===== config.mk =====
export PLATFORM = sky130hd
export DESIGN_NAME = ffsr_delay
export DESIGN_NICKNAME = d
export VERILOG_FILES = /design/src/rtl/core/fast_float_square_root_unit_defines.svh /design/src/rtl/core/ffsr_delay.sv
export SDC_FILE = /design/constraint.sdc
export NUM_CORES = 1
export LEC_CHECK = 0
export BUFFER_PORTS_ARGS = -buffer_cell sky130_fd_sc_hd__buf_2
export CORE_MARGIN = 2
export CORE_UTILIZATION = 45
export CTS_BUF_LIST = sky130_fd_sc_hd__clkbuf_16
export CTS_CLUSTER_SIZE = 28
export DETAILED_ROUTE_END_ITERATION = 12
export PLACE_DENSITY = 0.68
export REMOVE_ABC_BUFFERS = 1
export SYNTH_ARGS = -nofsm -noshare
export SYNTH_HDL_FRONTEND = slang
export SYNTH_SLANG_ARGS = --single-unit

===== constraint.sdc =====
create_clock -name i_clk -period 1.5 [get_ports i_clk]
set_input_delay 0.3 -clock i_clk [delete_from_list [all_inputs] [get_ports i_clk]]
set_output_delay 0.3 -clock i_clk [all_outputs]
set_load 0.02 [all_outputs]

===== src/rtl/core/fast_float_square_root_unit_defines.svh =====
// Assertion macros shared by the square root unit.
`ifndef FAST_FLOAT_SQUARE_ROOT_UNIT_DEFINES_SVH
`define FAST_FLOAT_SQUARE_ROOT_UNIT_DEFINES_SVH
`ifndef SYNTHESIS
`define FFSR_ASSERT_SAME(lbl, clk, rstn, ante, cons) \
    lbl: assert property (@(posedge clk) disable iff (!(rstn)) (ante) |-> (cons)) \
        else $error("ffsr: same-cycle check failed");
`define FFSR_ASSERT_NEXT(lbl, clk, rstn, ante, cons) \
    lbl: assert property (@(posedge clk) disable iff (!(rstn)) (ante) |=> (cons)) \
        else $error("ffsr: next-cycle check failed");
`else
`define FFSR_ASSERT_SAME(lbl, clk, rstn, ante, cons)
`define FFSR_ASSERT_NEXT(lbl, clk, rstn, ante, cons)
`endif
`endif


===== src/rtl/core/ffsr_delay.sv =====
module ffsr_delay #(
    parameter int WIDTH = 32,
    parameter int DEPTH = 3
) (
    input  logic             i_clk,
    input  logic             i_en,
    input  logic [WIDTH-1:0] i_data,
    output logic [WIDTH-1:0] o_data
);
    logic [WIDTH-1:0] r_tap [DEPTH];

    always_ff @(posedge i_clk) begin
        if (i_en) begin
            r_tap[0] <= i_data;
            for (int i = 1; i < DEPTH; i++) begin
                r_tap[i] <= r_tap[i-1];
            end
        end
    end

    assign o_data = r_tap[DEPTH-1];
endmodule


==> results.toml, run 1 <==
[pwr]
p_sw_mw = 1.056
p_seq_frac = 0.576
leakage_nw = 1.354
p_comb_frac = 0.039
cellPowerDensity_mw_per_mm2 = 1532
switching_share = 0.1894
internal-power_mw = 4.518
clkPwrFrac = 0.385
ir_drop_v = 0.0007334

[synth]
synth_top_area_frac = 0.9231
ys_seq_area_frac = 0.9231
synth_commonest_cells = "96 x edfxtp_1, 32 x buf_4"
netlist_instances = 128
ys_top_cells_by_area = "edfxtp_1 92%, buf_4 7.7%"
yosysMostFrequentCell = "edfxtp_1"
synth_area_mm2 = 0.003123
synthArstFlopShare = 0
synth.avg_cell_area_um2 = 24.40
synth_warnings = 0
synth-seq-cells = 96
synth_flop_cell = "edfxtp_1"
synth_top_area_cell = "edfxtp_1"
yosys.cell_types.count = 2
synth_edf_count = 96

[critical_path]
crit_path_top_delay_cell = "edfxtp_1"
startpoint_type = "flip-flop"
cp.required_ns = 1.20
path_class = "reg -> out"
cp_num_buf_inv = 1
cpLargestDelayFamily = "flip-flops"
path_max_fanout = 1
cpPeakStageDelay_ns = 0.37
path_cells = "buf_2"
crit_path_end_kind = "primary output"
cp.arrival_ns = 0.86

[cts]
insertion_delay_ns = 0.32
cts_resized = 0
hold_buffers = 0
clock_sinks = 96
cts_buffers = 9
clkSlewWorstSetupHoldPaths_ns = 0.06
cts_root_buffer = "clkbuf_16"
cts_buffer_depth = 2
post_cts_buffers = 0
cts_tree = "yes"
htreeDepth = 3

[place]
port_buffers = 65
gp_congestion = 0.5978
dp.cells = 243
pre_cts_ws_ns = 0.4055
place_area_mm2 = 0.003351

[sta]
period_share = 0.7756
tightest_slew_ns = 0.3603
fmaxAchievable_ghz = 0.8595
relSlewSlack = 0.7598
hold_violations = 0
fin_setup_tns_ns = 0
grt_setup_unrepaired = "no"
slew_violations = 0
fin_crit_ns = 1.163
layout_setup_ws_ns = 0.3366
setup_viol = 0
fin_skew_ns = 0.003720

[floorplan]
ios = 66
initial_utilization = 0.4622
std_cell_rows = 30
die_w_um = 87.31
die_y_um = 87.31
coreArea_mm2 = 0.006756
die-area_mm2 = 0.007622

[detailed_routing]
wl_um = 3564
wl_per_cell_um = 13.81
first_iter_violations = 103
vias = 1136
dr.pass1.iters = 3
viasPerCell = 4.403
route.detailed.drc = 0
postRouteAntennaNets = 0

[final_layout]
instances_no_fill = 258
multi_input_gates = 0
nFillCells = 530
multi_input_area_um2 = 0
area_growth_syn_to_layout_pct = 16.51
top_register = "r_tap"
register_area_mm2 = 0.002883
layout.nets = 208
largest_reg_flops = 96
fin_util = 0.5385
drive_above_1_share = 0.4551
num_antenna_cells = 0
design_area_mm2 = 0.003638
reg_top3 = "r_tap (96)"

[status]
status = "finished, final reports clean"

[global_routing]
grt_pass1_wl_um = 5340
grt_max_degree = 67
gr-total-overflow = 0
use_met1 = 0.1213
grt_pass1_vias = 1098
use_met2 = 0.1405
busiest_layer = "met2"
antenna_found_initial = 0
grtUsageTotal = 0.09839
gr-usage-met3 = 0.03602

[min_path]
min_path_type = "in -> reg"

[job]
drv_cap = 0
[final cells by class]
| class | count | area share |
|---|---|---|
| Clock buffer | 9 | 0.06190 |
| Clock inverter | 6 | 0.01719 |
| Sequential cell | 96 | 0.7923 |
| Tap cell | 80 | 0.02751 |
| Timing Repair Buffer | 67 | 0.1011 |
[worst paths after layout]
| path | startpoint | end | slack [ns] | cells after the start |
|---|---|---|---|---|
| max | r_tap[0][71] | o_data[7] | 0.34 | 1 |
| max reg2reg | r_tap[0][53] | r_tap[0][85] | 0.86 | 0 |
| min | i_data[10] | r_tap[0][10] | 0.15 | 1 |
| min reg2reg | r_tap[0][51] | r_tap[0][83] | 0.42 | 0 |
[cell usage in the layout, fill, tap and decap left out]
cell,n
buf_2,64
clkbuf_16,9
edfxtp_1,96
bufinv_16,1
buf_4,1
clkinv_4,1
clkinv_2,1
buf_12,2
clkinvlp_4,2
inv_1,1
[stage by stage]
step | hold slack, ns | power [mW]
after floorplan | 0.3989 | 3.330
after global placement | 0.4006 | 3.475
after detailed placement | 0.4045 | 3.490
after CTS | 0.1325 | 5.657
after global routing | 0.1293 | 5.797
final | 0.1463 | 5.574
[power by group through the flow]
stage	clock (mW)	combinational, mW	sequential [mW]
final	2.15	0.219	3.21
after global routing	2.34	0.237	3.22
after CTS	2.22	0.222	3.21
after detailed placement	0	0.222	3.27
after global placement	0	0.217	3.26
after floorplan	0	0	3.33
[logic make-up after synthesis]
| group | count (synthesis) | share of synthesized area |
|---|---|---|
| flops | 96 | 0.9231 |
| buf+inv | 32 | 0.07692 |
[routing by layer]
layer | share of wire | vias up
met2 | 0.48 | 39
met1 | 0.43 | 540
met4 | 0.022 | 0
met3 | 0.067 | 7
li1 | - | 550
met5 | 0 | -
Note: power is estimated with default switching activity, not from simulation.
==> inputs of run 2 (changes only) <==
Clock period 1.5 ns to 1.21 ns, I/O delays scaled along.
==> results.toml, run 2 (synthesis results as in run 1) <==
[status]
status = "finished, final reports clean"

[detailed_routing]
dr.pass1.iters = 3
postRouteAntennaNets = 0
route.detailed.drc = 0
first_iter_violations = 96
vias = 1122
wl_um = 3507
viasPerCell = 4.332
wl_per_cell_um = 13.54

[floorplan]
die_y_um = 87.31
coreArea_mm2 = 0.006756
std_cell_rows = 30
die_w_um = 87.31
ios = 66
initial_utilization = 0.4622
die-area_mm2 = 0.007622

[global_routing]
grt_pass1_wl_um = 5306
grtUsageTotal = 0.09900
grt_max_degree = 35
antenna_found_initial = 0
grt_pass1_vias = 1118
gr-total-overflow = 0

[place]
gp_congestion = 0.5976
dp_hpwl_um = 2146
port_buffers = 65
place_area_mm2 = 0.003371

[sta]
fin_setup_tns_ns = 0
relSlewSlack = 0.8766
fmaxAchievable_ghz = 0.8986
fin_skew_ns = 0.002661
tightest_slew_ns = 0.1851
setup_viol = 0
slew_violations = 0
grt_setup_unrepaired = "no"
hold_violations = 0
period_share = 0.9197
fin_crit_ns = 1.113

[critical_path]
path_max_fanout = 1
cpLargestDelayFamily = "flip-flops"
crit_path_top_delay_cell = "edfxtp_1"
path_class = "reg -> out"
path_cells = "buf_2"
cp.arrival_ns = 0.87
cp.required_ns = 0.97
cpPeakStageDelay_ns = 0.38
startpoint_type = "flip-flop"
crit_path_end_kind = "primary output"
cp_num_buf_inv = 1

[cts]
hold_buffers = 0
cts_tree = "yes"
clock_sinks = 96
insertion_delay_ns = 0.33
cts_buffers = 9
cts_buffer_depth = 2
post_cts_buffers = 0
cts_resized = 0
clkSlewWorstSetupHoldPaths_ns = 0.06
cts_root_buffer = "clkbuf_16"
htreeDepth = 3

[pwr]
leakage_nw = 1.373
ir_drop_v = 0.0009058
cellPowerDensity_mw_per_mm2 = 1933

[final_layout]
num_antenna_cells = 0
mostFrequentLayoutCells = "96 x edfxtp_1, 64 x buf_2, 9 x clkbuf_16"
top_register = "r_tap"
multi_input_area_um2 = 0
nFillCells = 526
drive_above_1_share = 0.4581
reg_top3 = "r_tap (96)"
layout_commonest_cell = "edfxtp_1"
multi_input_gates = 0
area_growth_syn_to_layout_pct = 17.87
design_area_mm2 = 0.003681
layout.nets = 209
largest_reg_flops = 96

[job]
drv_cap = 0

[min_path]
min_path_type = "in -> reg"
==> run 2: where the power goes <==
part / switching [mW] / leakage [nW] / internal (mW)
sequential: 0.0488 / 0.940 / 3.93
clock: 1.07 / 0.149 / 1.79
combinational: 0.179 / 0.285 / 0.0989
total: 1.30 / 1.37 / 5.82
==> run 2: per-layer routing <==
layer / wire length, um / track usage / share of wire
met5: 0 / 0 / 0
met4: 76 / 0.08392 / 0.022
met3: 267 / 0.04076 / 0.076
met2: 1683 / 0.1412 / 0.48
met1: 1479 / 0.1154 / 0.42
==> run 2: layout make-up <==
type,instances,area (um^2),share of cell area
clock buffer,9,225.2,0.06118
clock inverter,6,85.08,0.02311
sequential,96,2883,0.7831
tap,80,100.1,0.02719
timing repair buffer,68,387.9,0.1054
==> run 2: per-stage QoR <==
stage | instances | power (mW) | hold slack [ns] | utilization | setup WS (ns)
after floorplan | 96 | 4.128 | 0.3409 | - | 0.5185
after global placement | 244 | 4.315 | 0.4006 | 0.4989 | 0.2954
after detailed placement | 244 | 4.335 | 0.4045 | 0.4989 | 0.2764
after CTS | 259 | 7.214 | 0.07494 | 0.5448 | 0.08074
after global routing | 259 | 7.391 | 0.07097 | 0.5448 | 0.06143
final | 259 | 7.116 | 0.08683 | 0.5448 | 0.09720
==> run 2: final timing paths <==
| kind | startpoint | endpoint | slack (ns) | cells past startpoint |
|---|---|---|---|---|
| worst min-delay path | i_data[10] | r_tap[0][10] | 0.09 | 1 |
| worst max-delay path | r_tap[0][71] | o_data[7] | 0.1 | 1 |
| worst min register to register | r_tap[0][18] | r_tap[0][50] | 0.42 | 0 |
| worst max register to register | r_tap[0][3] | r_tap[0][35] | 0.57 | 0 |
