## src/rtl/core/fast_float_square_root_unit_defines.svh

```systemverilog
// Assertion macros shared by the square root unit.
`ifndef FAST_FLOAT_SQUARE_ROOT_UNIT_DEFINES_SVH
`define FAST_FLOAT_SQUARE_ROOT_UNIT_DEFINES_SVH
`ifndef SYNTHESIS
`define FFSR_ASSERT_SAME(lbl, clk, rstn, ante, cons) \
    lbl: assert property (@(posedge clk) disable iff (!(rstn)) (ante) |-> (cons)) \
        else $error("ffsr: same-cycle check failed");
`define FFSR_ASSERT_NEXT(lbl, clk, rstn, ante, cons) \
    lbl: assert property (@(posedge clk) disable iff (!(rstn)) (ante) |=> (cons)) \
        else $error("ffsr: next-cycle check failed");
`else
`define FFSR_ASSERT_SAME(lbl, clk, rstn, ante, cons)
`define FFSR_ASSERT_NEXT(lbl, clk, rstn, ante, cons)
`endif
`endif

```

## src/rtl/core/ffsr_pkg.sv

```systemverilog
package ffsr_pkg;

    typedef logic [31:0] t_f32;

    localparam t_f32 MAGIC_SEED  = 32'h5f37_59df;
    localparam t_f32 ONE_HALF    = 32'h3f00_0000;
    localparam t_f32 THREE_HALF  = 32'h3fc0_0000;
    localparam t_f32 DEFAULT_NAN = 32'hffc0_0000;
    localparam logic [30:0] INF_MAG = 31'h7f80_0000;

    localparam int MUL_LAT     = 3;
    localparam int SUB_LAT     = 3;
    localparam int DIV_STAGES  = 9;
    localparam int RCP_LAT     = DIV_STAGES + 2;
    localparam int NEWTON_LAT  = 3 * MUL_LAT + SUB_LAT;
    localparam int FFSR_LATENCY = MUL_LAT + 3 * NEWTON_LAT + RCP_LAT;

    function automatic logic f_is_nan(input t_f32 v);
        return (v[30:23] == 8'hff) && (v[22:0] != 23'd0);
    endfunction

    function automatic t_f32 f_quiet(input t_f32 v);
        return v | 32'h0040_0000;
    endfunction

    function automatic logic [5:0] f_lzc48(input logic [47:0] v);
        logic [5:0] n;
        n = 6'd48;
        for (int i = 0; i < 48; i++) begin
            if (v[i]) begin
                n = 6'(47 - i);
            end
        end
        return n;
    endfunction

    function automatic logic [4:0] f_lzc24(input logic [23:0] v);
        logic [4:0] n;
        n = 5'd24;
        for (int i = 0; i < 24; i++) begin
            if (v[i]) begin
                n = 5'(23 - i);
            end
        end
        return n;
    endfunction

    // Rounds a significand whose leading one sits at bit 47 to nearest even
    // and packs it with the biased exponent, going subnormal or to infinity where needed.
    function automatic t_f32 f_round_pack(input logic s, input logic signed [11:0] be,
                                          input logic [47:0] m);
        logic [11:0] sh;
        logic [47:0] ms;
        logic [47:0] back;
        logic        lost;
        logic [7:0]  ef;
        logic [30:0] word;
        logic        g;
        logic        st;
        logic        inc;
        ms   = m;
        lost = 1'b0;
        ef   = be[7:0];
        back = '0;
        sh   = '0;
        if (be > 12'sd254) begin
            return {s, INF_MAG};
        end
        if (be < 12'sd1) begin
            sh = 12'(12'sd1 - be);
            ef = 8'd0;
            if (sh > 12'd47) begin
                ms   = '0;
                lost = |m;
            end else begin
                ms   = m >> sh[5:0];
                back = ms << sh[5:0];
                lost = (back != m);
            end
        end
        word = {ef, ms[46:24]};
        g    = ms[23];
        st   = (|ms[22:0]) | lost;
        inc  = g & (st | word[0]);
        return {s, word + 31'(inc)};
    endfunction

endpackage

```

## src/rtl/core/ffsr_fmul.sv

```systemverilog
module ffsr_fmul
    import ffsr_pkg::*;
(
    input  logic i_clk,
    input  logic i_en,
    input  t_f32 i_a,
    input  t_f32 i_b,
    output t_f32 o_res
);
    // Stage one: classify and multiply significands.
    logic               n_spec;
    t_f32               n_spec_v;
    logic [7:0]         w_ea;
    logic [7:0]         w_eb;
    logic [23:0]        w_sa;
    logic [23:0]        w_sb;
    logic               w_sign;
    logic               w_a_inf;
    logic               w_b_inf;
    logic               r1_spec;
    t_f32               r1_spec_v;
    logic               r1_sign;
    logic signed [11:0] r1_exp;
    logic [47:0]        r1_prod;

    assign w_ea    = (i_a[30:23] == 8'd0) ? 8'd1 : i_a[30:23];
    assign w_eb    = (i_b[30:23] == 8'd0) ? 8'd1 : i_b[30:23];
    assign w_sa    = {i_a[30:23] != 8'd0, i_a[22:0]};
    assign w_sb    = {i_b[30:23] != 8'd0, i_b[22:0]};
    assign w_sign  = i_a[31] ^ i_b[31];
    assign w_a_inf = (i_a[30:0] == INF_MAG);
    assign w_b_inf = (i_b[30:0] == INF_MAG);

    always_comb begin
        n_spec   = 1'b1;
        n_spec_v = {w_sign, 31'd0};
        if (f_is_nan(i_a)) begin
            n_spec_v = f_quiet(i_a);
        end else if (f_is_nan(i_b)) begin
            n_spec_v = f_quiet(i_b);
        end else if ((w_a_inf && i_b[30:0] == 31'd0) || (w_b_inf && i_a[30:0] == 31'd0)) begin
            n_spec_v = DEFAULT_NAN;
        end else if (w_a_inf || w_b_inf) begin
            n_spec_v = {w_sign, INF_MAG};
        end else if (i_a[30:0] == 31'd0 || i_b[30:0] == 31'd0) begin
            n_spec_v = {w_sign, 31'd0};
        end else begin
            n_spec = 1'b0;
        end
    end

    always_ff @(posedge i_clk) begin
        if (i_en) begin
            r1_spec   <= n_spec;
            r1_spec_v <= n_spec_v;
            r1_sign   <= w_sign;
            r1_exp    <= 12'(w_ea) + 12'(w_eb) - 12'd126;
            r1_prod   <= w_sa * w_sb;
        end
    end

    // Stage two: normalise the product.
    logic [5:0]         w_lz;
    logic               r2_spec;
    t_f32               r2_spec_v;
    logic               r2_sign;
    logic signed [11:0] r2_exp;
    logic [47:0]        r2_norm;

    assign w_lz = f_lzc48(r1_prod);

    always_ff @(posedge i_clk) begin
        if (i_en) begin
            r2_spec   <= r1_spec;
            r2_spec_v <= r1_spec_v;
            r2_sign   <= r1_sign;
            r2_exp    <= r1_exp - 12'(w_lz);
            r2_norm   <= r1_prod << w_lz;
        end
    end

    // Stage three: round and pack.
    t_f32 r3_res;

    always_ff @(posedge i_clk) begin
        if (i_en) begin
            r3_res <= r2_spec ? r2_spec_v : f_round_pack(r2_sign, r2_exp, r2_norm);
        end
    end

    assign o_res = r3_res;
endmodule

```

## config.mk

```make
export PLATFORM = sky130hd
export DESIGN_NAME = ffsr_fmul
export DESIGN_NICKNAME = d
export VERILOG_FILES = /design/src/rtl/core/fast_float_square_root_unit_defines.svh /design/src/rtl/core/ffsr_pkg.sv /design/src/rtl/core/ffsr_fmul.sv
export SDC_FILE = /design/constraint.sdc
export NUM_CORES = 2
export LEC_CHECK = 0
export ABC_AREA = 1
export BUFFER_PORTS_ARGS = -buffer_cell sky130_fd_sc_hd__buf_2
export CAP_MARGIN = 20
export CORE_AREA = 2 2 252 254
export DETAILED_ROUTE_END_ITERATION = 10
export DIE_AREA = 0 0 254 256
export PLACE_DENSITY = 0.87
export SYNTH_ARGS = -nofsm -noshare
export SYNTH_HDL_FRONTEND = slang
export SYNTH_SLANG_ARGS = --single-unit
```

## constraint.sdc

```tcl
create_clock -name i_clk -period 8.8 [get_ports i_clk]
set_clock_uncertainty 0.2 [all_clocks]
set_input_delay 0.44 -clock i_clk [delete_from_list [all_inputs] [get_ports i_clk]]
set_output_delay 0.44 -clock i_clk [all_outputs]
set_load 0.1 [all_outputs]
```

==> flow_summary.json <==
{
  "gp_congestion": 1.03,
  "preCtsSetupSlack_ns": 0.277,
  "cts.htree.levels": 1,
  "cts_resized": 0,
  "drive_gt1_frac": 0.0546,
  "yosys-top-cells-area": "fa_1, edfxtp_1, nand2_1",
  "gr-total-overflow": 0,
  "post-route-drc-count": 0,
  "maxCapViolCount": 0,
  "initial_core_util": 0.592,
  "core_area_sq_um": 62400,
  "crit_path_top_delay_cell": "fa_1",
  "maxSlewViolCount": 0,
  "cpPeakStageDelay_ns": 0.56,
  "grt_pass1_wl_um": 180000,
  "crit_top_cell": "fa_1",
  "setup-violations-final": 0,
  "grt_max_degree": 129,
  "clk_pin_slew_ns": 0.06,
  "finalHoldViolCount": 0,
  "arrival_ns": 8.25,
  "synth_top_area_cell": "fa_1",
  "antenna_left": 0,
  "worstHoldPathType": "primary input to flip-flop",
  "num-nets-final": 5598,
  "drt-total-wl_um": 116000,
  "fin_ws_ns": 0.648,
  "synth_nets": 5728,
  "fillCellCount": 5337,
  "dieArea_sq_um": 65000,
  "status": "finished, final reports clean",
  "design_area_sq_um": 38600,
  "avgSynthCellArea_sq_um": 7.42,
  "fin_crit_sh": 0.926,
  "grt_use_total": 0.358,
  "cts_made_buffers": 24,
  "worst-path-max-fanout": 26,
  "dpl_cell_area_sq_um": 37800,
  "worstPathRequired_ns": 8.89,
  "viasPerCell": 5.93,
  "critical_path_class": "primary input to flip-flop",
  "detailedRoute.firstIterationViolations": 4155,
  "die_width_um": 254,
  "crit_path_end_kind": "flip-flop",
  "relSlewSlack": 0.306,
  "cts_tree": "done",
  "netlist.area_leader.share": 0.262,
  "portBuffers": 97,
  "fin_crit_ns": 8.15,
  "ys.warnings.count": 0,
  "cts.sinks": 218,
  "synthToLayoutAreaGrowth_pct": 4.51,
  "synthFlopType": "edfxtp_1",
  "finalSetupTns_ns": 0,
  "clockBufferDepth": 3,
  "synth_edf_count": 218,
  "synthDistinctLibCells": 63,
  "io_pins": 98,
  "antenna_found_initial": 5,
  "vias": 33900,
  "seq_area_frac_synth": 0.177,
  "clock-root-buffer": "clkbuf_16",
  "synth_cells": 4980,
  "std_cell_rows": 92,
  "ys_ff_latch": 218,
  "max_freq_ghz": 0.123,
  "grt_pass1_vias": 33170,
  "postCtsSetupRepairBufs": 0,
  "syn_area_sq_um": 36900,
  "clk_latency_ns": 0.55,
  "die-height_um": 256,
  "rsz0062_at_grt": "no",
  "async_reset_ff_frac": 0,
  "start_kind": "primary input",
  "firstDrtPassIters": 8,
  "hold_buffers": 0,
  "dp_hpwl_um": 90100,
  "routedWlPerCell_um": 20.3,
  "tightest_slew_ns": 1.04
}
==> flip-flops by register name, indices dropped and copies added (netlist names) <==
signal and flops:
r1_spec 1, r2_spec 1, r2_spec_v 32, o_res 32, r2_norm 48, r2_exp 12
r2_sign 1, r1_exp 10, r1_sign 1, r1_spec_v 32, r1_prod 48
==> layer usage <==
| layer | up-vias | track usage | part of all wire |
|---|---|---|---|
| li1 | 15267 | - | - |
| met3 | 498 | 0.0818 | 0.12 |
| met4 | 8 | 0.182 | 0.060 |
| met1 | 15876 | 0.466 | 0.37 |
| met5 | - | 0 | 0.00089 |
| met2 | 2251 | 0.561 | 0.45 |
==> placed cells by master (no fill, tap or decap), types with 8 or more instances in the layout <==
| cell | n |
|---|---|
| a211oi_1 | 9 |
| buf_2 | 96 |
| o22ai_1 | 29 |
| nor2_2 | 9 |
| or2_2 | 14 |
| o2111ai_1 | 12 |
| o211ai_1 | 18 |
| o31ai_1 | 13 |
| nor4_1 | 35 |
| clkbuf_16 | 24 |
| a31oi_1 | 15 |
| o21a_1 | 15 |
| ha_1 | 197 |
| mux2i_1 | 47 |
| xor2_1 | 54 |
| clkinv_1 | 9 |
| or3_1 | 9 |
| a21oi_1 | 103 |
| nor2_1 | 207 |
| nand3_1 | 382 |
| mux2_2 | 8 |
| nand4_1 | 41 |
| o21ai_0 | 320 |
| nand2_1 | 1292 |
| buf_4 | 62 |
| fa_1 | 484 |
| edfxtp_1 | 218 |
| nor3_1 | 24 |
| inv_1 | 989 |
| xnor2_1 | 19 |
| inv_2 | 10 |
==> stage by stage <==
stage	hold WS [ns]	instances	util
detailed placement	0.205	5670	0.605
CTS	0.0225	5714	0.619
finish	0.0363	5716	0.619
global placement	0.201	5670	0.605
floorplan	0.200	4980	-
global route	0.0470	5715	0.619
==> layout make-up <==
| class | count | area, sq um | area share |
|---|---|---|---|
| Multi-Input combinational cell | 3441 | 25400 | 0.659 |
| Sequential cell | 218 | 6550 | 0.170 |
| Inverter | 1005 | 3770 | 0.0977 |
| Tap cell | 846 | 1060 | 0.0274 |
| Timing Repair Buffer | 160 | 980 | 0.0254 |
| Clock buffer | 27 | 612 | 0.0159 |
| Clock inverter | 17 | 205 | 0.00532 |
| Antenna cell | 2 | 5.00 | 0.000130 |
==> cell usage after synthesis, types with 5 or more instances <==
cell	number
nand2_1	1292
inv_1	993
fa_1	484
nand3_1	382
o21ai_0	320
clkbuf_1	254
edfxtp_1	218
nor2_1	208
ha_1	198
a21oi_1	105
xor2_1	54
mux2i_1	47
nand4_1	41
buf_1	35
nor4_1	35
o22ai_1	29
nor3_1	24
buf_2	21
xnor2_1	20
o211ai_1	18
a31oi_1	16
o21a_1	15
or2_2	14
o31ai_1	13
o2111ai_1	12
a211oi_1	9
or3_1	9
mux2_2	8
nor2_2	8
inv_2	7
a32o_1	6
nand3b_1	6
nor2_4	6
o21ai_1	6
o221ai_1	6
clkinv_1	5
o21bai_1	5
==> logic make-up after synthesis <==
family / after synthesis / synth area share
and+or+nand+nor: 2041 / 0.233
muxes: 55 / 0.0152
DFF: 218 / 0.177
AOI/OAI and AO/OA: 588 / 0.0912
buffers and inverters: 1321 / 0.136
xor gates and xnor gates: 75 / 0.0180
adders and majority gates: 682 / 0.329
==> worst max-delay path: cells and delay by family <==
family                     cells  cell delay, ns
AOI/OAI and AO/OA             11            2.05
adders and majority gates      8            3.54
xor gates and xnor gates       1            0.15
buffers and inverters          5            0.76
and+or+nand+nor               10            1.29
==> path summary, 6_finish.rpt <==
path                 start            end  depth (start not counted)  slack [ns]
max                 i_b[6]    r1_prod[45]                         35        0.65
min                i_a[31]  r1_spec_v[31]                          3        0.04
max reg2reg      r2_exp[1]       o_res[0]                         26        2.11
min reg2reg  r1_spec_v[15]  r2_spec_v[15]                          0        0.21
Power is not shown: default switching activity piles up to over one toggle a cycle in this logic, so the estimate is an artifact.
