==> src/rtl/core/fast_float_square_root_unit_defines.svh <==
// Assertion macros shared by the square root unit.
`ifndef FAST_FLOAT_SQUARE_ROOT_UNIT_DEFINES_SVH
`define FAST_FLOAT_SQUARE_ROOT_UNIT_DEFINES_SVH
`ifndef SYNTHESIS
`define FFSR_ASSERT_SAME(lbl, clk, rstn, ante, cons) \
    lbl: assert property (@(posedge clk) disable iff (!(rstn)) (ante) |-> (cons)) \
        else $error("ffsr: same-cycle check failed");
`define FFSR_ASSERT_NEXT(lbl, clk, rstn, ante, cons) \
    lbl: assert property (@(posedge clk) disable iff (!(rstn)) (ante) |=> (cons)) \
        else $error("ffsr: next-cycle check failed");
`else
`define FFSR_ASSERT_SAME(lbl, clk, rstn, ante, cons)
`define FFSR_ASSERT_NEXT(lbl, clk, rstn, ante, cons)
`endif
`endif

==> src/rtl/core/ffsr_pkg.sv <==
package ffsr_pkg;

    typedef logic [31:0] t_f32;

    localparam t_f32 MAGIC_SEED  = 32'h5f37_59df;
    localparam t_f32 ONE_HALF    = 32'h3f00_0000;
    localparam t_f32 THREE_HALF  = 32'h3fc0_0000;
    localparam t_f32 DEFAULT_NAN = 32'hffc0_0000;
    localparam logic [30:0] INF_MAG = 31'h7f80_0000;

    localparam int MUL_LAT     = 3;
    localparam int SUB_LAT     = 3;
    localparam int DIV_STAGES  = 9;
    localparam int RCP_LAT     = DIV_STAGES + 2;
    localparam int NEWTON_LAT  = 3 * MUL_LAT + SUB_LAT;
    localparam int FFSR_LATENCY = MUL_LAT + 3 * NEWTON_LAT + RCP_LAT;

    function automatic logic f_is_nan(input t_f32 v);
        return (v[30:23] == 8'hff) && (v[22:0] != 23'd0);
    endfunction

    function automatic t_f32 f_quiet(input t_f32 v);
        return v | 32'h0040_0000;
    endfunction

    function automatic logic [5:0] f_lzc48(input logic [47:0] v);
        logic [5:0] n;
        n = 6'd48;
        for (int i = 0; i < 48; i++) begin
            if (v[i]) begin
                n = 6'(47 - i);
            end
        end
        return n;
    endfunction

    function automatic logic [4:0] f_lzc24(input logic [23:0] v);
        logic [4:0] n;
        n = 5'd24;
        for (int i = 0; i < 24; i++) begin
            if (v[i]) begin
                n = 5'(23 - i);
            end
        end
        return n;
    endfunction

    // Rounds a significand whose leading one sits at bit 47 to nearest even
    // and packs it with the biased exponent, going subnormal or to infinity where needed.
    function automatic t_f32 f_round_pack(input logic s, input logic signed [11:0] be,
                                          input logic [47:0] m);
        logic [11:0] sh;
        logic [47:0] ms;
        logic [47:0] back;
        logic        lost;
        logic [7:0]  ef;
        logic [30:0] word;
        logic        g;
        logic        st;
        logic        inc;
        ms   = m;
        lost = 1'b0;
        ef   = be[7:0];
        back = '0;
        sh   = '0;
        if (be > 12'sd254) begin
            return {s, INF_MAG};
        end
        if (be < 12'sd1) begin
            sh = 12'(12'sd1 - be);
            ef = 8'd0;
            if (sh > 12'd47) begin
                ms   = '0;
                lost = |m;
            end else begin
                ms   = m >> sh[5:0];
                back = ms << sh[5:0];
                lost = (back != m);
            end
        end
        word = {ef, ms[46:24]};
        g    = ms[23];
        st   = (|ms[22:0]) | lost;
        inc  = g & (st | word[0]);
        return {s, word + 31'(inc)};
    endfunction

endpackage

==> src/rtl/core/ffsr_frcp.sv <==
module ffsr_frcp
    import ffsr_pkg::*;
(
    input  logic i_clk,
    input  logic i_en,
    input  t_f32 i_y,
    output t_f32 o_res
);
    // Entry stage: classify and normalise the divisor.
    logic [23:0] w_sig;
    logic [7:0]  w_e;
    logic [4:0]  w_lz;
    logic        n_spec;
    t_f32        n_spec_v;

    assign w_sig = {i_y[30:23] != 8'd0, i_y[22:0]};
    assign w_e   = (i_y[30:23] == 8'd0) ? 8'd1 : i_y[30:23];
    assign w_lz  = f_lzc24(w_sig);

    always_comb begin
        n_spec   = 1'b1;
        n_spec_v = {i_y[31], INF_MAG};
        if (f_is_nan(i_y)) begin
            n_spec_v = f_quiet(i_y);
        end else if (i_y[30:0] == INF_MAG) begin
            n_spec_v = {i_y[31], 31'd0};
        end else if (i_y[30:0] == 31'd0) begin
            n_spec_v = {i_y[31], INF_MAG};
        end else begin
            n_spec = 1'b0;
        end
    end

    logic               r_spec   [DIV_STAGES+1];
    t_f32               r_spec_v [DIV_STAGES+1];
    logic               r_sign   [DIV_STAGES+1];
    logic signed [11:0] r_exp    [DIV_STAGES+1];
    logic [23:0]        r_den    [DIV_STAGES+1];
    logic [24:0]        r_rem    [DIV_STAGES+1];
    logic [26:0]        r_quo    [DIV_STAGES+1];

    always_ff @(posedge i_clk) begin
        if (i_en) begin
            r_spec[0]   <= n_spec;
            r_spec_v[0] <= n_spec_v;
            r_sign[0]   <= i_y[31];
            r_exp[0]    <= 12'(w_e) - 12'(w_lz);
            r_den[0]    <= w_sig << w_lz;
            r_rem[0]    <= 25'h080_0000;
            r_quo[0]    <= '0;
        end
    end

    // Restoring division of 2^49 by the divisor, three quotient bits a stage.
    for (genvar k = 0; k < DIV_STAGES; k++) begin : g_div
        logic [24:0] w_rem;
        logic [26:0] w_quo;

        always_comb begin
            w_rem = r_rem[k];
            w_quo = r_quo[k];
            for (int j = 0; j < 3; j++) begin
                if (w_rem >= {1'b0, r_den[k]}) begin
                    w_rem = w_rem - {1'b0, r_den[k]};
                    w_quo = {w_quo[25:0], 1'b1};
                end else begin
                    w_quo = {w_quo[25:0], 1'b0};
                end
                w_rem = {w_rem[23:0], 1'b0};
            end
        end

        always_ff @(posedge i_clk) begin
            if (i_en) begin
                r_spec[k+1]   <= r_spec[k];
                r_spec_v[k+1] <= r_spec_v[k];
                r_sign[k+1]   <= r_sign[k];
                r_exp[k+1]    <= r_exp[k];
                r_den[k+1]    <= r_den[k];
                r_rem[k+1]    <= w_rem;
                r_quo[k+1]    <= w_quo;
            end
        end
    end

    // Exit stage: the quotient has its leading one at bit 26 or bit 25.
    logic [47:0]        w_m;
    logic               w_lz1;
    logic signed [11:0] w_be;
    t_f32               r_res;

    assign w_m   = {r_quo[DIV_STAGES], |r_rem[DIV_STAGES], 20'd0};
    assign w_lz1 = ~r_quo[DIV_STAGES][26];
    assign w_be  = 12'd254 - r_exp[DIV_STAGES] - 12'(w_lz1);

    always_ff @(posedge i_clk) begin
        if (i_en) begin
            r_res <= r_spec[DIV_STAGES] ? r_spec_v[DIV_STAGES]
                   : f_round_pack(r_sign[DIV_STAGES], w_be, w_lz1 ? (w_m << 1) : w_m);
        end
    end

    assign o_res = r_res;
endmodule

==> config.mk <==
export PLATFORM = sky130hd
export DESIGN_NAME = ffsr_frcp
export DESIGN_NICKNAME = d
export VERILOG_FILES = /design/src/rtl/core/fast_float_square_root_unit_defines.svh /design/src/rtl/core/ffsr_pkg.sv /design/src/rtl/core/ffsr_frcp.sv
export SDC_FILE = /design/constraint.sdc
export NUM_CORES = 2
export LEC_CHECK = 0
export BUFFER_PORTS_ARGS = -buffer_cell sky130_fd_sc_hd__buf_2
export CAP_MARGIN = 20
export CORE_ASPECT_RATIO = 1.25
export CORE_UTILIZATION = 25
export CTS_CLUSTER_DIAMETER = 120
export CTS_CLUSTER_SIZE = 16
export DETAILED_ROUTE_END_ITERATION = 7
export GPL_ROUTABILITY_DRIVEN = 0
export GPL_TIMING_DRIVEN = 0
export SLEW_MARGIN = 0
export SYNTH_ARGS = -nofsm -noshare
export SYNTH_HDL_FRONTEND = slang
export SYNTH_SLANG_ARGS = --single-unit
==> constraint.sdc <==
create_clock -name i_clk -period 26.3 [get_ports i_clk]
set_input_delay 1.315 -clock i_clk [delete_from_list [all_inputs] [get_ports i_clk]]
set_output_delay 1.315 -clock i_clk [all_outputs]
set_load 0.02 [all_outputs]
==> run_results.csv <==
group,metric,value,unit
status,run_status,"complete, but fails checks",
status,violations,"DRC",
worst_setup_path,worstSetupPathType,"register to register",
synth,postSynthAreaPerCell,10.18,µm²
clocking,clockBufferDepth,3,
routing,drt_iter0_drc,5612,
global_route,grt_busiest_layer,"met2",
routing,drt_wl_total,216100,µm
synth,yosysSeqAreaShare,0.4065,
synth,yosys_warnings,0,
final_layout,final_area,83010,µm²
clocking,insertion_delay,740,ps
global_route,grt_pass1_vias,56890,
sta,finalSetupTns,0,ps
die,rows,224,
worst_setup_path,critPathCaptureType,"register",
clocking,post_cts_resized,0,
routing,via_per_inst,5.106,
synth,synth-edff-count,1019,
worst_setup_path,crit_top_cell,"o21ai_0",
clocking,clock-sinks,1019,
clocking,holdBufCountCts,0,
clocking,postCtsSetupRepairBufs,0,
global_route,track_usage,0.1365,
synth,syn_nets,8060,
final_layout,mostFrequentLayoutCells,"1,019 x edfxtp_1, 623 x ha_1, 613 x nor2_1",
clocking,tritoncts,"yes",
synth,syn_area,75280,µm²
synth,yosysUniqueCellTypes,115,
global_route,use_met3,0.02413,
synth,netlist_instances,7394,
synth,synth_ff_type,"edfxtp_1",
global_route,grt_max_degree,141,
placed_design,placed_area,80840,µm²
routing,num_vias,58860,
die,core_area,298800,µm²
worst_setup_path,crit_required,26770,ps
global_route,grt_use_met1,0.1603,
worst_setup_path,arrival,14270,ps
die,die_w,492.8,µm
sta,final-setup-viol-count,0,
sta,finClkSkew,52.81,ps
clocking,cts_buffers,75,
final_layout,drive_gt1_frac,0.1004,
synth,synthArstFlopShare,0,
synth,ys_ff_latch,1019,
sta,drv_slew,0,
worst_setup_path,max_stage_delay,630,ps
routing,firstDrtPassIters,8,
global_route,grt_pass1_wl,327400,µm
job,maxCapViolCount,0,
final_layout,area_growth_syn_to_layout,10.26,%
final_layout,layout_commonest_cell,"edfxtp_1",
sta,rsz0062_at_grt,"false",
sta,relSlewSlack,0.07562,
global_route,antenna_found_initial,9,
worst_setup_path,critPathLaunchType,"register",
placed_design,dp_hpwl,169400,µm
die,dieArea,303300,µm²
sta,worst_pin_slew,1369,ps
clocking,h-tree-depth,3,
clocking,clock-root-buffer,"clkbuf_16",
routing,wl_per_cell,18.75,µm
sta,finalHoldViolations,0,
die,start_util,0.2520,
global_route,grt.overflow.total,0,
sta,period_share,0.5247,
sta,fmax,72.46,MHz
final_layout,utilization,0.2778,
clocking,cts.clk_slew.worst_paths,70,ps
global_route,grt_use_met2,0.2408,
routing,drc_errors,7,
sta,hold_slack,400.1,ps
final_layout,fillers,31470,
final_layout,nets,8223,
worst_setup_path,crit_path_top_delay_cell,"clkbuf_1",
worst_setup_path,critPathMaxFanout,10,
die,die_h,615.5,µm
die,boundaryPins,66,
min_path,hold_path_class,"register to register",
placed_design,port_buffers,65,
routing,ant_nets,0,
sta,fin_crit,13800,ps
[final timing paths]
check | cells after the start | slack (ps) | startpoint | end
worst min-delay path | 0 | 400 | r_exp[7][4] | r_exp[8][4]
worst min register to register | 0 | 400 | r_exp[7][4] | r_exp[8][4]
worst max-delay path | 46 | 12500 | r_den[4][1] | r_rem[5][9]
worst max register to register | 46 | 12500 | r_den[4][1] | r_rem[5][9]
[per-stage QoR]
step,cells,setup slack (ps)
floorplan,7394,16290
global placement,11410,7799
finish,11530,12500
CTS,11520,12540
detailed placement,11430,12620
global route,11530,11740
[layer usage]
| layer | wire length, µm | vias to the layer above |
|---|---|---|
| met5 | 21 | - |
| met4 | 11190 | 4 |
| met3 | 12960 | 679 |
| met2 | 104900 | 2130 |
| met1 | 87090 | 27780 |
| li1 | - | 28270 |
[registers in the layout, summed over array words and instances (netlist names)]
signal / cells
r_spec: 10
r_spec_v: 315
r_den: 216
r_exp: 90
r_rem: 216
o_res: 32
r_quo: 135
r_sign: 5
[cell usage after synthesis (15+ instances only)]
| library cell | number | area share |
|---|---|---|
| a211o_1 | 15 | 0.0017 |
| a211oi_1 | 70 | 0.0070 |
| a21boi_0 | 30 | 0.0030 |
| a21o_1 | 224 | 0.022 |
| a21oi_1 | 542 | 0.036 |
| a221oi_1 | 23 | 0.0027 |
| a22o_1 | 22 | 0.0026 |
| a22oi_1 | 23 | 0.0023 |
| a311oi_1 | 15 | 0.0017 |
| a31o_2 | 21 | 0.0024 |
| a31oi_1 | 86 | 0.0071 |
| and2_1 | 60 | 0.0050 |
| and3_1 | 59 | 0.0049 |
| buf_1 | 28 | 0.0014 |
| buf_2 | 25 | 0.0017 |
| clkbuf_1 | 145 | 0.0072 |
| edfxtp_1 | 1019 | 0.41 |
| ha_1 | 623 | 0.10 |
| inv_1 | 413 | 0.021 |
| mux2_2 | 409 | 0.061 |
| mux2i_1 | 122 | 0.016 |
| mux4_2 | 38 | 0.011 |
| nand2_1 | 436 | 0.022 |
| nand2b_1 | 73 | 0.0061 |
| nand3_1 | 165 | 0.011 |
| nand4_1 | 109 | 0.0091 |
| nor2_1 | 613 | 0.031 |
| nor2b_1 | 80 | 0.0066 |
| nor3_1 | 196 | 0.013 |
| nor4_1 | 58 | 0.0048 |
| o2111ai_1 | 18 | 0.0021 |
| o211ai_1 | 41 | 0.0041 |
| o21a_1 | 82 | 0.0082 |
| o21ai_0 | 376 | 0.025 |
| o21bai_1 | 77 | 0.0077 |
| o22ai_1 | 43 | 0.0036 |
| o31ai_1 | 41 | 0.0041 |
| or2_2 | 46 | 0.0038 |
| or3_1 | 50 | 0.0042 |
| or4_1 | 16 | 0.0016 |
| xnor2_1 | 378 | 0.044 |
| xor2_1 | 164 | 0.019 |
[worst max-delay path, delay by kind of cell, from the launching register on]
| family | cells | cell delay, ps |
|---|---|---|
| buf+inv | 8 | 3870 |
| compound gates | 26 | 5610 |
| flops | 1 | 520 |
| simple gates | 7 | 1520 |
| mux | 2 | 850 |
| fa+ha+maj | 3 | 1130 |
[final cells by class]
cell class                 count  area (µm²)  area share
clock inverter                14       240.2    0.002894
buffer                       204       830.8     0.01001
antenna                        4       10.01   0.0001206
sequential                  1019       30600      0.3686
timing repair buffer          86       651.9    0.007853
inverter                     422        1584     0.01908
multi-input combinational   5749       42270      0.5092
tap                         3955        4949     0.05962
clock buffer                  75        1877     0.02261
[cells by family (layout without fill, tap and decap cells)]
group	Yosys count	in the layout	synth area share
adders and majority gates	633	633	0.1061
buffers and inverters	626	801	0.03208
AOI/OAI and AO/OA	1969	1969	0.1712
DFF	1019	1019	0.4065
muxes	572	572	0.08982
and+or+nand+nor	2029	2029	0.1303
xor gates and xnor gates	545	545	0.06399
other	1	5	0.00004981
Power is left out: the tool's default activity adds up to more than one toggle a clock period on the data nets, which glitch-free logic cannot reach.
